$ cat src/rtl/nsd_pkg.sv
`timescale 1ns / 1ps
`default_nettype none
package nsd_pkg;

  // shown digit positions (1 to 8)
  localparam int DIGITS = 4;

  localparam int VALUE_W  = 16;
  localparam int RADIX_W  = 5;
  localparam int DIGIT_W  = 4;
  localparam int MAX_DIG  = 16;
  localparam int LEN_W    = $clog2(MAX_DIG + 1);
  localparam int CNT_W    = $clog2(VALUE_W);
  localparam int GRID_CNT = 4;
  localparam int SEG_W    = 8;

  localparam int DATA_W   = 32;
  localparam int ADDR_W   = 3;

  localparam logic [RADIX_W-1:0] RADIX_RESET = RADIX_W'(10);
  localparam logic [RADIX_W-1:0] RADIX_MIN   = RADIX_W'(2);
  localparam logic [RADIX_W-1:0] RADIX_MAX   = RADIX_W'(16);
  localparam logic [SEG_W-1:0]   LED_GRID    = 8'h0F;
  localparam logic [SEG_W-1:0]   UNUSED_GRID = 8'h00;
  localparam logic [SEG_W-1:0]   BLANK_SEG   = 8'h00;

  // register word index (paddr[2])
  localparam logic REG_RADIX = 1'b0;

  typedef logic [MAX_DIG-1:0][DIGIT_W-1:0] digits_t;

  typedef struct packed {
    digits_t          digits;
    logic [LEN_W-1:0] len;
  } conv_res_t;

  function automatic logic [RADIX_W-1:0] eff_radix(input logic [RADIX_W-1:0] r);
    logic [RADIX_W-1:0] e;
    e = r;
    if (r < RADIX_MIN) e = RADIX_MIN;
    if (r > RADIX_MAX) e = RADIX_MAX;
    return e;
  endfunction

  function automatic logic [SEG_W-1:0] seg_code(input logic [DIGIT_W-1:0] d);
    logic [SEG_W-1:0] s;
    unique case (d)
      4'h0: s = 8'h3F;
      4'h1: s = 8'h06;
      4'h2: s = 8'h5B;
      4'h3: s = 8'h4F;
      4'h4: s = 8'h66;
      4'h5: s = 8'h6D;
      4'h6: s = 8'h7D;
      4'h7: s = 8'h07;
      4'h8: s = 8'h7F;
      4'h9: s = 8'h6F;
      4'hA: s = 8'h77;
      4'hB: s = 8'h7C;
      4'hC: s = 8'h39;
      4'hD: s = 8'h5E;
      4'hE: s = 8'h79;
      default: s = 8'h71;
    endcase
    return s;
  endfunction

endpackage
`default_nettype wire

$ cat src/rtl/nsd_conv.sv
`timescale 1ns / 1ps
`default_nettype none
module nsd_conv (
  input  wire logic                          clk,
  input  wire logic                          rst_n,
  input  wire logic                          start,
  input  wire logic [nsd_pkg::VALUE_W-1:0]   value,
  input  wire logic [nsd_pkg::RADIX_W-1:0]   radix,
  output logic                               busy,
  output logic                               res_valid,
  input  wire logic                          res_ready,
  output nsd_pkg::conv_res_t                 res
);

  typedef enum logic [2:0] {
    ST_IDLE = 3'b001,
    ST_RUN  = 3'b010,
    ST_DONE = 3'b100
  } state_t;

  localparam int MD = nsd_pkg::MAX_DIG;

  state_t                           state_r, state_nxt;
  logic [nsd_pkg::VALUE_W-1:0]      bits_r;
  logic [nsd_pkg::RADIX_W-1:0]      radix_r;
  nsd_pkg::digits_t                 digits_r, digits_nxt;
  logic [nsd_pkg::LEN_W-1:0]        len_r, len_nxt;
  logic [nsd_pkg::CNT_W-1:0]        cnt_r;

  logic              bit_in;
  logic [MD-1:0]     gen, prop, opa;
  logic [MD:0]       sum, cin;
  logic [nsd_pkg::RADIX_W-1:0] t;

  assign bit_in = bits_r[nsd_pkg::VALUE_W-1];

  // doubling all digits in the radix: carries resolve like an adder chain
  always_comb begin
    for (int i = 0; i < MD; i++) begin
      gen[i]  = ({digits_r[i], 1'b0} >= radix_r);
      prop[i] = ({digits_r[i], 1'b1} == radix_r);
    end
    opa = gen | prop;
    sum = {1'b0, opa} + {1'b0, gen} + (MD+1)'(bit_in);
    cin = sum ^ {1'b0, opa} ^ {1'b0, gen};
    for (int i = 0; i < MD; i++) begin
      t = {digits_r[i], cin[i]};
      if (cin[i+1]) t = t - radix_r;
      digits_nxt[i] = t[nsd_pkg::DIGIT_W-1:0];
    end
    // the digit just above the top gets at most the carry
    len_nxt = len_r + nsd_pkg::LEN_W'(cin[len_r]);
  end

  always_comb begin
    state_nxt = state_r;
    unique case (state_r)
      ST_IDLE: if (start) state_nxt = ST_RUN;
      ST_RUN:  if (cnt_r == nsd_pkg::CNT_W'(nsd_pkg::VALUE_W - 1)) state_nxt = ST_DONE;
      ST_DONE: if (res_ready) state_nxt = ST_IDLE;
      default: state_nxt = ST_IDLE;
    endcase
  end

  always_ff @(posedge clk) begin
    if (!rst_n) begin
      state_r <= ST_IDLE;
      cnt_r   <= '0;
    end else begin
      state_r <= state_nxt;
      if (state_r == ST_RUN) cnt_r <= cnt_r + 1'b1;
      else cnt_r <= '0;
    end
  end

  always_ff @(posedge clk) begin
    if (state_r == ST_IDLE && start) begin
      bits_r   <= value;
      radix_r  <= nsd_pkg::eff_radix(radix);
      digits_r <= '0;
      len_r    <= '0;
    end else if (state_r == ST_RUN) begin
      bits_r   <= {bits_r[nsd_pkg::VALUE_W-2:0], 1'b0};
      digits_r <= digits_nxt;
      len_r    <= len_nxt;
    end
  end

  assign busy       = (state_r != ST_IDLE);
  assign res_valid  = (state_r == ST_DONE);
  assign res.digits = digits_r;
  assign res.len    = len_r;

endmodule
`default_nettype wire

$ cat src/rtl/nsd_out.sv
`timescale 1ns / 1ps
`default_nettype none
module nsd_out (
  input  wire logic                        clk,
  input  wire logic                        rst_n,
  input  wire logic                        res_valid,
  output logic                             res_ready,
  input  wire nsd_pkg::conv_res_t          res,
  output logic                             out_valid,
  input  wire logic                        out_ready,
  output logic [nsd_pkg::SEG_W-1:0]        out_grid_one,
  output logic [nsd_pkg::SEG_W-1:0]        out_grid_two,
  output logic [nsd_pkg::SEG_W-1:0]        out_grid_three,
  output logic [nsd_pkg::SEG_W-1:0]        out_grid_four,
  output logic [nsd_pkg::SEG_W-1:0]        out_grid_five,
  output logic [nsd_pkg::SEG_W-1:0]        out_grid_six
);

  localparam int W  = (nsd_pkg::DIGITS < 1) ? 1 :
                      (nsd_pkg::DIGITS > 8) ? 8 : nsd_pkg::DIGITS;
  localparam int LW = nsd_pkg::LEN_W;

  logic                       valid_r;
  logic [nsd_pkg::SEG_W-1:0]  grid_r [nsd_pkg::GRID_CNT];
  logic [nsd_pkg::SEG_W-1:0]  grid_nxt [nsd_pkg::GRID_CNT];
  logic [LW-1:0]              count, top, idx;
  int                         p;

  // leftmost shown digit sits at index top, blank where above the number
  always_comb begin
    count = (res.len == '0) ? LW'(1) : res.len;
    top   = ((count > LW'(W)) ? count : LW'(W)) - LW'(1);
    idx   = '0;
    p     = 0;
    for (int g = 0; g < nsd_pkg::GRID_CNT; g++) begin
      p = W - nsd_pkg::GRID_CNT + g;
      grid_nxt[g] = nsd_pkg::BLANK_SEG;
      if (p >= 0) begin
        idx = top - LW'(p);
        if (idx < count)
          grid_nxt[g] = nsd_pkg::seg_code(res.digits[idx[LW-2:0]]);
      end
    end
  end

  assign res_ready = !valid_r || out_ready;

  always_ff @(posedge clk) begin
    if (!rst_n) begin
      valid_r <= 1'b0;
    end else if (res_ready) begin
      valid_r <= res_valid;
    end
  end

  always_ff @(posedge clk) begin
    if (res_ready && res_valid) begin
      for (int g = 0; g < nsd_pkg::GRID_CNT; g++) grid_r[g] <= grid_nxt[g];
    end
  end

  assign out_valid      = valid_r;
  assign out_grid_one   = grid_r[0];
  assign out_grid_two   = grid_r[1];
  assign out_grid_three = grid_r[3];
  assign out_grid_four  = nsd_pkg::UNUSED_GRID;
  assign out_grid_five  = nsd_pkg::LED_GRID;
  assign out_grid_six   = grid_r[2];

endmodule
`default_nettype wire

$ cat src/rtl/number_to_segment_digits.sv
// conversion: the value is fed one bit per cycle through the digit shift chain,
// and the digits are then formatted into the output register that drives out_valid
// throughput: a new input is taken only once the converter is idle again, after
// its result has been taken by the output register
// reset: synchronous active-low rst_n clears control state and sets radix to 10
`timescale 1ns / 1ps
`default_nettype none
module number_to_segment_digits (
  input  wire logic                          clk,
  input  wire logic                          rst_n,
  input  wire logic                          psel,
  input  wire logic                          penable,
  input  wire logic                          pwrite,
  input  wire logic [nsd_pkg::ADDR_W-1:0]    paddr,
  input  wire logic [nsd_pkg::DATA_W-1:0]    pwdata,
  output logic [nsd_pkg::DATA_W-1:0]         prdata,
  output logic                               pready,
  input  wire logic                          in_valid,
  output logic                               in_ready,
  input  wire logic [nsd_pkg::VALUE_W-1:0]   in_value,
  output logic                               out_valid,
  input  wire logic                          out_ready,
  output logic [nsd_pkg::SEG_W-1:0]          out_grid_one,
  output logic [nsd_pkg::SEG_W-1:0]          out_grid_two,
  output logic [nsd_pkg::SEG_W-1:0]          out_grid_three,
  output logic [nsd_pkg::SEG_W-1:0]          out_grid_four,
  output logic [nsd_pkg::SEG_W-1:0]          out_grid_five,
  output logic [nsd_pkg::SEG_W-1:0]          out_grid_six
);

  logic [nsd_pkg::RADIX_W-1:0] radix_r;
  logic                        busy, res_valid, res_ready;
  nsd_pkg::conv_res_t          res;

  assign pready = 1'b1;

  always_ff @(posedge clk) begin
    if (!rst_n) begin
      radix_r <= nsd_pkg::RADIX_RESET;
    end else if (psel && penable && pwrite && paddr[2] == nsd_pkg::REG_RADIX) begin
      radix_r <= pwdata[nsd_pkg::RADIX_W-1:0];
    end
  end

  always_comb begin
    prdata = '0;
    if (paddr[2] == nsd_pkg::REG_RADIX)
      prdata = {{(nsd_pkg::DATA_W-nsd_pkg::RADIX_W){1'b0}}, radix_r};
  end

  assign in_ready = !busy;

  nsd_conv u_conv (
    .clk       (clk),
    .rst_n     (rst_n),
    .start     (in_valid),
    .value     (in_value),
    .radix     (radix_r),
    .busy      (busy),
    .res_valid (res_valid),
    .res_ready (res_ready),
    .res       (res)
  );

  nsd_out u_out (
    .clk            (clk),
    .rst_n          (rst_n),
    .res_valid      (res_valid),
    .res_ready      (res_ready),
    .res            (res),
    .out_valid      (out_valid),
    .out_ready      (out_ready),
    .out_grid_one   (out_grid_one),
    .out_grid_two   (out_grid_two),
    .out_grid_three (out_grid_three),
    .out_grid_four  (out_grid_four),
    .out_grid_five  (out_grid_five),
    .out_grid_six   (out_grid_six)
  );

endmodule
`default_nettype wire
$ cat config.mk
export PLATFORM = sky130hd
export DESIGN_NAME = number_to_segment_digits
export DESIGN_NICKNAME = d
export VERILOG_FILES = /design/src/rtl/nsd_pkg.sv /design/src/rtl/nsd_conv.sv /design/src/rtl/nsd_out.sv /design/src/rtl/number_to_segment_digits.sv
export SDC_FILE = /design/constraint.sdc
export NUM_CORES = 1
export LEC_CHECK = 0
export ABC_AREA = 0
export BUFFER_PORTS_ARGS = -buffer_cell sky130_fd_sc_hd__buf_2
export CAP_MARGIN = 5
export CORE_MARGIN = 4
export CORE_UTILIZATION = 44
export CTS_BUF_LIST = sky130_fd_sc_hd__clkbuf_16
export DETAILED_ROUTE_END_ITERATION = 10
export HOLD_SLACK_MARGIN = 0.12
export SLEW_MARGIN = 20
export SYNTH_ARGS = -nofsm -noshare
export SYNTH_HDL_FRONTEND = slang
export SYNTH_SLANG_ARGS = --single-unit
$ cat constraint.sdc
create_clock -name clk -period 6.25 [get_ports clk]
set_input_delay 0.3125 -clock clk [delete_from_list [all_inputs] [get_ports clk]]
set_output_delay 0.3125 -clock clk [all_outputs]
set_load 0.005 [all_outputs]
==> results of run 1 <==
-- registers in the layout, indices dropped and copies added, names as in the netlist --
| register | count |
|---|---|
| radix_r | 5 |
| u_conv.radix_r | 5 |
| u_conv.bits_r | 16 |
| u_out.out_valid | 1 |
| u_conv.len_r | 5 |
| u_conv.state_r | 3 |
| u_conv.res | 64 |
| u_out.grid_r | 28 |
| u_conv.cnt_r | 4 |
-- worst max-delay path, stage by stage (launching register included) --
cell,delay (ns)
sky130_fd_sc_hd__dfxtp_1,0.75
sky130_fd_sc_hd__nor3_1,0.16
sky130_fd_sc_hd__nor2_1,0.15
sky130_fd_sc_hd__inv_1,0.21
sky130_fd_sc_hd__buf_4,0.24
sky130_fd_sc_hd__ha_1,0.24
sky130_fd_sc_hd__nor2b_2,0.20
sky130_fd_sc_hd__o2bb2ai_2,0.18
sky130_fd_sc_hd__xnor2_2,0.61
sky130_fd_sc_hd__mux4_2,0.35
sky130_fd_sc_hd__nor3_1,0.06
sky130_fd_sc_hd__a221o_1,0.27
sky130_fd_sc_hd__a211oi_1,0.71
sky130_fd_sc_hd__inv_1,0.26
sky130_fd_sc_hd__ha_1,0.27
sky130_fd_sc_hd__mux2_1,0.29
sky130_fd_sc_hd__a221oi_1,0.25
-- metrics by stage --
step                cell area, µm²  util [%]  hold slack (ns)  instances
finish                       13600      48.7            0.134       1866
global route                 13600      48.7            0.138       1866
CTS                          13600      48.7            0.122       1866
detailed placement           13100      46.6            0.442       1831
global placement             13100      46.6            0.431       1831
floorplan                    12800         -            0.418       1475
-- metal layers --
metal / wire (µm) / vias up / global-route usage, % / share of wire (%)
met5: 0 / - / 0 / 0
li1: - / 5223 / - / -
met1: 16200 / 5147 / 32.1 / 44
met2: 16900 / 444 / 37.3 / 46
met4: 912 / 0 / 6.90 / 2.5
met3: 2400 / 63 / 2.86 / 6.6
-- layout make-up --
| type | instances | area, µm² | area share (%) |
|---|---|---|---|
| Clock buffer | 17 | 425 | 3.12 |
| Clock inverter | 15 | 134 | 0.981 |
| Inverter | 86 | 328 | 2.40 |
| Multi-Input combinational cell | 1140 | 8580 | 62.9 |
| Sequential cell | 131 | 3110 | 22.8 |
| Tap cell | 378 | 473 | 3.47 |
| Timing Repair Buffer | 99 | 593 | 4.35 |
-- kinds of logic after synthesis --
group / after synthesis / share of synthesized area, %
AOI/OAI and AO/OA: 390 / 21.2
buffers and inverters: 204 / 8.69
xor gates and xnor gates: 45 / 3.25
adders and majority gates: 144 / 15.2
muxes: 115 / 12.0
other: 2 / 0.0596
DFF: 131 / 24.7
and+or+nand+nor: 398 / 14.9
-- cell usage in the layout, fill, tap and decap left out, drive strengths merged, types with 25 or more instances in the layout --
cell,n
nand2,141
ha,128
nor2,115
a21oi,102
buf,96
o21ai,95
inv,91
dfxtp,82
mux2i,70
edfxtp,49
conb,48
a211oi,47
a21o,27
mux4,25
nor2b,25
-- power groups by stage --
stage / Sequential, mW / Clock, mW / Combinational [mW]
6_report: 1.05 / 0.989 / 0.748
5_1_grt: 1.05 / 1.04 / 0.836
4_1_cts: 1.05 / 1.01 / 0.743
3_5_place_dp: 1.07 / 0 / 0.738
3_3_place_gp: 1.06 / 0 / 0.722
2_1_floorplan: 1.02 / 0 / 0.587
-- worst max-delay path by stage --
stage,end,cells after the start
finish,u_out.grid_r[2][6],16
global route,u_out.grid_r[2][5],17
CTS,u_out.grid_r[2][6],16
detailed placement,u_out.grid_r[2][6],16
global placement,u_out.grid_r[2][6],16
floorplan,u_out.grid_r[1][0],23
==> flow_summary.yaml, run 1 <==
timing:
  timing.final.hold_violations: 0
  final_critical_path_setup_slack_ns: 0.853
  skew_ns: 0.0149
  max_slew_margin_pct: 35.4
  grt_setup_unrepaired: "false"
  worst-slew-pin-transition_ns: 0.968
  final.setup.tns_ns: 0
  finalMaxSlewViolations: 0
  final_period_demand_of_the_worst_path_ns: 5.40
  max_clock_freq_ghz: 0.185
  post-route-period-util_pct: 86.4
  setup-violations-final: 0
finish:
  nets_finish: 1677
  synthToLayoutAreaGrowth_pct: 8.30
  layout.filler_cells: 2702
  num_antenna_cells: 0
  share_of_layout_cells_above_drive_strength_1_pct: 14.3
cts:
  htree_levels: 4
  clk_root_buffer_cell: "sky130_fd_sc_hd__clkbuf_16"
  cts.sink_count: 131
  hold_buffers: 3
  tritoncts: "built"
  cts_repair_resize_count: 0
  post_cts_buffers: 0
  cts.clk_slew.worst_paths_ns: 0.06
  cts.path.max_buffers: 2
  clkLatencyLatePin_ns: 0.44
  tritoncts_buffer_count: 17
pwr:
  maximum_vdd_ir_drop_uv: 155
  power.share.switching_pct: 35.1
  cellLeakagePower_nw: 5.56
  power.sequential.fraction_pct: 37.7
  power_per_cell_area_nw_per_um2: 204
  p_comb_share_pct: 26.8
  power.internal_mw: 1.81
  design_power_total_mw: 2.79
  p_sw_mw: 0.978
  clkPwrFrac_pct: 35.5
worst_hold_path:
  timing.hold.worst.start: "pwdata[0]"
  min_delay_path_depth: 3
  worstHoldEndpoint: "radix_r[0]"
  hp-class: "in -> reg"
synth:
  synth-async-reset-ratio_pct: 0
  ys_seq_elements: 131
  top_ff_cell_synth: "sky130_fd_sc_hd__dfxtp_1"
  synth_most_common_cell: "sky130_fd_sc_hd__nand2_1"
  netlist.area_leader.share_pct: 13.0
  synth_sequential_area_ratio_pct: 24.7
  commonest_cells_post_synth: "139 x sky130_fd_sc_hd__nand2_1, 128 x sky130_fd_sc_hd__ha_1, 114 x sky130_fd_sc_hd__nor2_1"
  synthesis.instances: 1429
  postSynthAreaPerCell_um2: 8.82
  synth.yosys.warnings: 0
  synth_area_leader_cell: "sky130_fd_sc_hd__dfxtp_1"
  synth.cell_area_um2: 12600
  post_synth_num_cell_types: 104
  synthTopCellsByArea: "sky130_fd_sc_hd__dfxtp_1 13%, sky130_fd_sc_hd__ha_1 13%, sky130_fd_sc_hd__edfxtp_1 12%"
  synth_enable_flop_cells: 49
global_route:
  gr-total-overflow: 0
  grt_first_pass_wirelength_mm: 56.8
  maximum_number_of_pins_on_one_net_before_global_route_repair: 78
  grt_usage_pct: 23.0
  antenna_found_initial: 0
  first_global_vias: 9969
route:
  detail-route-antenna-nets: 0
  detailedRoute.firstIterationViolations: 1014
  routed-via-count: 10900
  drt-vias-per-instance: 5.83
  detail_route.wirelength_mm: 36.5
  drt-pass1-iter-count: 6
  wire_per_inst_um: 19.5
  drc_errors: 0
critical_path:
  r2r-start: "u_conv.len_r[3]"
  critical_path_arrival_ns: 5.64
  worst_r2r_endpoint: "u_out.grid_r[2][6]"
  critical_path.endpoint_type: "flip-flop"
  timing.critical_path.from_type: "flip-flop"
  required_ns: 6.49
  reg2reg_slack_ns: 0.85
  critPathMaxFanout: 18
  depth_of_the_most_critical_reg_to_reg_path: 16
  cp-startpoint: "u_conv.len_r[3]"
  cp_class: "reg -> reg"
die:
  rows: 61
  floorplan.io_pins: 141
  total_die_area_um2: 31400
  die_x_um: 177
  die_h_um: 177
  initial_core_util_pct: 45.0
  core-area_um2: 28000
placement:
  place_hpwl_mm: 26.1
  place_congestion: 0.949
  place_worst_setup_slack_ns: 0.964
  io_buffers: 63
status:
  outcome: "completed"
flow_run:
  maxCapViolations: 0
Power figures use the tool's default switching activity.
==> run 2: changes to the inputs <==
- CORE_ASPECT_RATIO: not set -> 0.9
- CTS_BUF_LIST: sky130_fd_sc_hd__clkbuf_16 -> not set
==> flow_summary.yaml, run 2 (synthesis gave the netlist of run 1 again) <==
worst_hold_path:
  timing.hold.worst.start: "in_value[7]"
  worstHoldEndpoint: "u_conv.bits_r[7]"
  min_delay_path_depth: 3
  hp-class: "in -> reg"
route:
  detail-route-antenna-nets: 0
  drc_errors: 0
  drt-pass1-iter-count: 6
  drt-vias-per-instance: 5.83
  wire_per_inst_um: 19.7
  routed-via-count: 10900
  detail_route.wirelength_mm: 36.8
  detailedRoute.firstIterationViolations: 1037
flow_run:
  maxCapViolations: 0
cts:
  post_cts_buffers: 0
  tritoncts: "built"
  hold_buffers: 19
  cts_repair_resize_count: 0
  cts.clk_slew.worst_paths_ns: 0.06
  cts.sink_count: 131
  htree_levels: 4
  clk_root_buffer_cell: "sky130_fd_sc_hd__clkbuf_16"
  tritoncts_buffer_count: 17
  cts.path.max_buffers: 2
  clkLatencyLatePin_ns: 0.45
die:
  initial_core_util_pct: 44.9
  rows: 58
  total_die_area_um2: 31400
  core-area_um2: 28100
  floorplan.io_pins: 141
  die_h_um: 169
  die_x_um: 186
timing:
  max_clock_freq_ghz: 0.184
  max_slew_margin_pct: 30.5
  setup-violations-final: 0
  hold_ws_ns: 0.143
  final_period_demand_of_the_worst_path_ns: 5.44
  final.setup.tns_ns: 0
  post-route-period-util_pct: 87.0
  worst-slew-pin-transition_ns: 1.04
  grt_setup_unrepaired: "false"
  skew_ns: 0.0113
  finalMaxSlewViolations: 0
  timing.final.hold_violations: 0
critical_path:
  worst_r2r_endpoint: "u_out.grid_r[2][5]"
  critPathMaxStageDelay_ns: 0.80
  cp_class: "reg -> reg"
  cp-startpoint: "u_conv.len_r[3]"
  required_ns: 6.51
  depth_of_the_most_critical_reg_to_reg_path: 17
  timing.critical_path.from_type: "flip-flop"
  reg2reg_slack_ns: 0.81
  critical_path_cell_sequence: "buf_4 -> nor3_1 -> nor2_1 -> inv_1 -> buf_4 -> ha_1 -> a21boi_1 -> o2bb2ai_2 -> xnor2_2 -> mux4_2 -> nor3_1 -> a221o_1 -> a211oi_1 -> inv_1 -> ha_1 -> mux2_1 -> a211oi_1"
  critical_path_arrival_ns: 5.70
  r2r-start: "u_conv.len_r[3]"
  slowest_stage: "sky130_fd_sc_hd__xnor2_2"
  critical_path.endpoint_type: "flip-flop"
  critPathMaxFanout: 16
placement:
  place_congestion: 0.957
  io_buffers: 63
  dpl-instance-area_um2: 13000
  place_hpwl_mm: 26.4
  placedCellCount: 1812
finish:
  layout_utilization_pct: 49.1
  layout.cells.most_common_list: "139 x sky130_fd_sc_hd__nand2_1, 128 x sky130_fd_sc_hd__ha_1, 113 x sky130_fd_sc_hd__nor2_1"
  final_common_cell: "sky130_fd_sc_hd__nand2_1"
  largest_register_ff_count: 64
  final_design_area_no_fill_um2: 13800
  share_of_layout_cells_above_drive_strength_1_pct: 14.1
  nets_finish: 1692
  num_antenna_cells: 0
  synthToLayoutAreaGrowth_pct: 9.30
  fin_cells: 1863
global_route:
  antenna_found_initial: 0
  first_global_vias: 10100
  gr-total-overflow: 0
  grt_usage_pct: 23.0
  maximum_number_of_pins_on_one_net_before_global_route_repair: 78
  grt_first_pass_wirelength_mm: 57.6
status:
  outcome: "completed"
pwr:
  cellLeakagePower_nw: 5.61
  power_per_cell_area_nw_per_um2: 201
  maximum_vdd_ir_drop_uv: 184
==> run 2: cell type report <==
cell class                 count  area (µm²)
clock buffer                  18         450
clock inverter                14         105
fill                        2723       14300
inverter                      86         328
multi-input combinational   1140        8580
sequential                   131        3110
tap                          360         450
timing repair buffer         114         746
==> run 2: per-stage QoR <==
step	setup WS [ns]	total power [mW]
finish	0.812	2.77
global route	0.398	2.92
CTS	0.893	2.78
detailed placement	0.928	1.80
global placement	1.04	1.79
floorplan	1.45	1.61
==> run 2: per-layer routing <==
layer | wire length, µm | track usage [%]
met1 | 16900 | 31.9
met2 | 16400 | 36.7
met3 | 2850 | 5.07
met4 | 653 | 6.11
met5 | 0 | 0
==> run 2: worst max-delay path, delay by kind of cell (launching register included) <==
family / cells / cell delay, ns
adders and majority gates: 2 / 0.61
xor gates and xnor gates: 1 / 0.80
AOI/OAI and AO/OA: 5 / 1.53
buffers and inverters: 4 / 0.81
and+or+nand+nor: 3 / 0.44
DFF: 1 / 0.39
muxes: 2 / 0.67
==> run 2: where the power goes <==
group          internal (mW)  leakage (nW)  switching (mW)
Sequential             0.953          1.12          0.0970
Combinational          0.310          4.23           0.445
Clock                  0.533         0.262           0.434
==> run 2: how the worst max path moves through the flow <==
stage                               to  slack (ns)
global route        u_out.grid_r[2][5]        0.40
finish              u_out.grid_r[2][5]        0.81
detailed placement  u_out.grid_r[2][5]        0.93
CTS                 u_out.grid_r[2][5]        0.89
global placement    u_out.grid_r[2][6]        1.04
floorplan           u_out.grid_r[1][0]        1.45
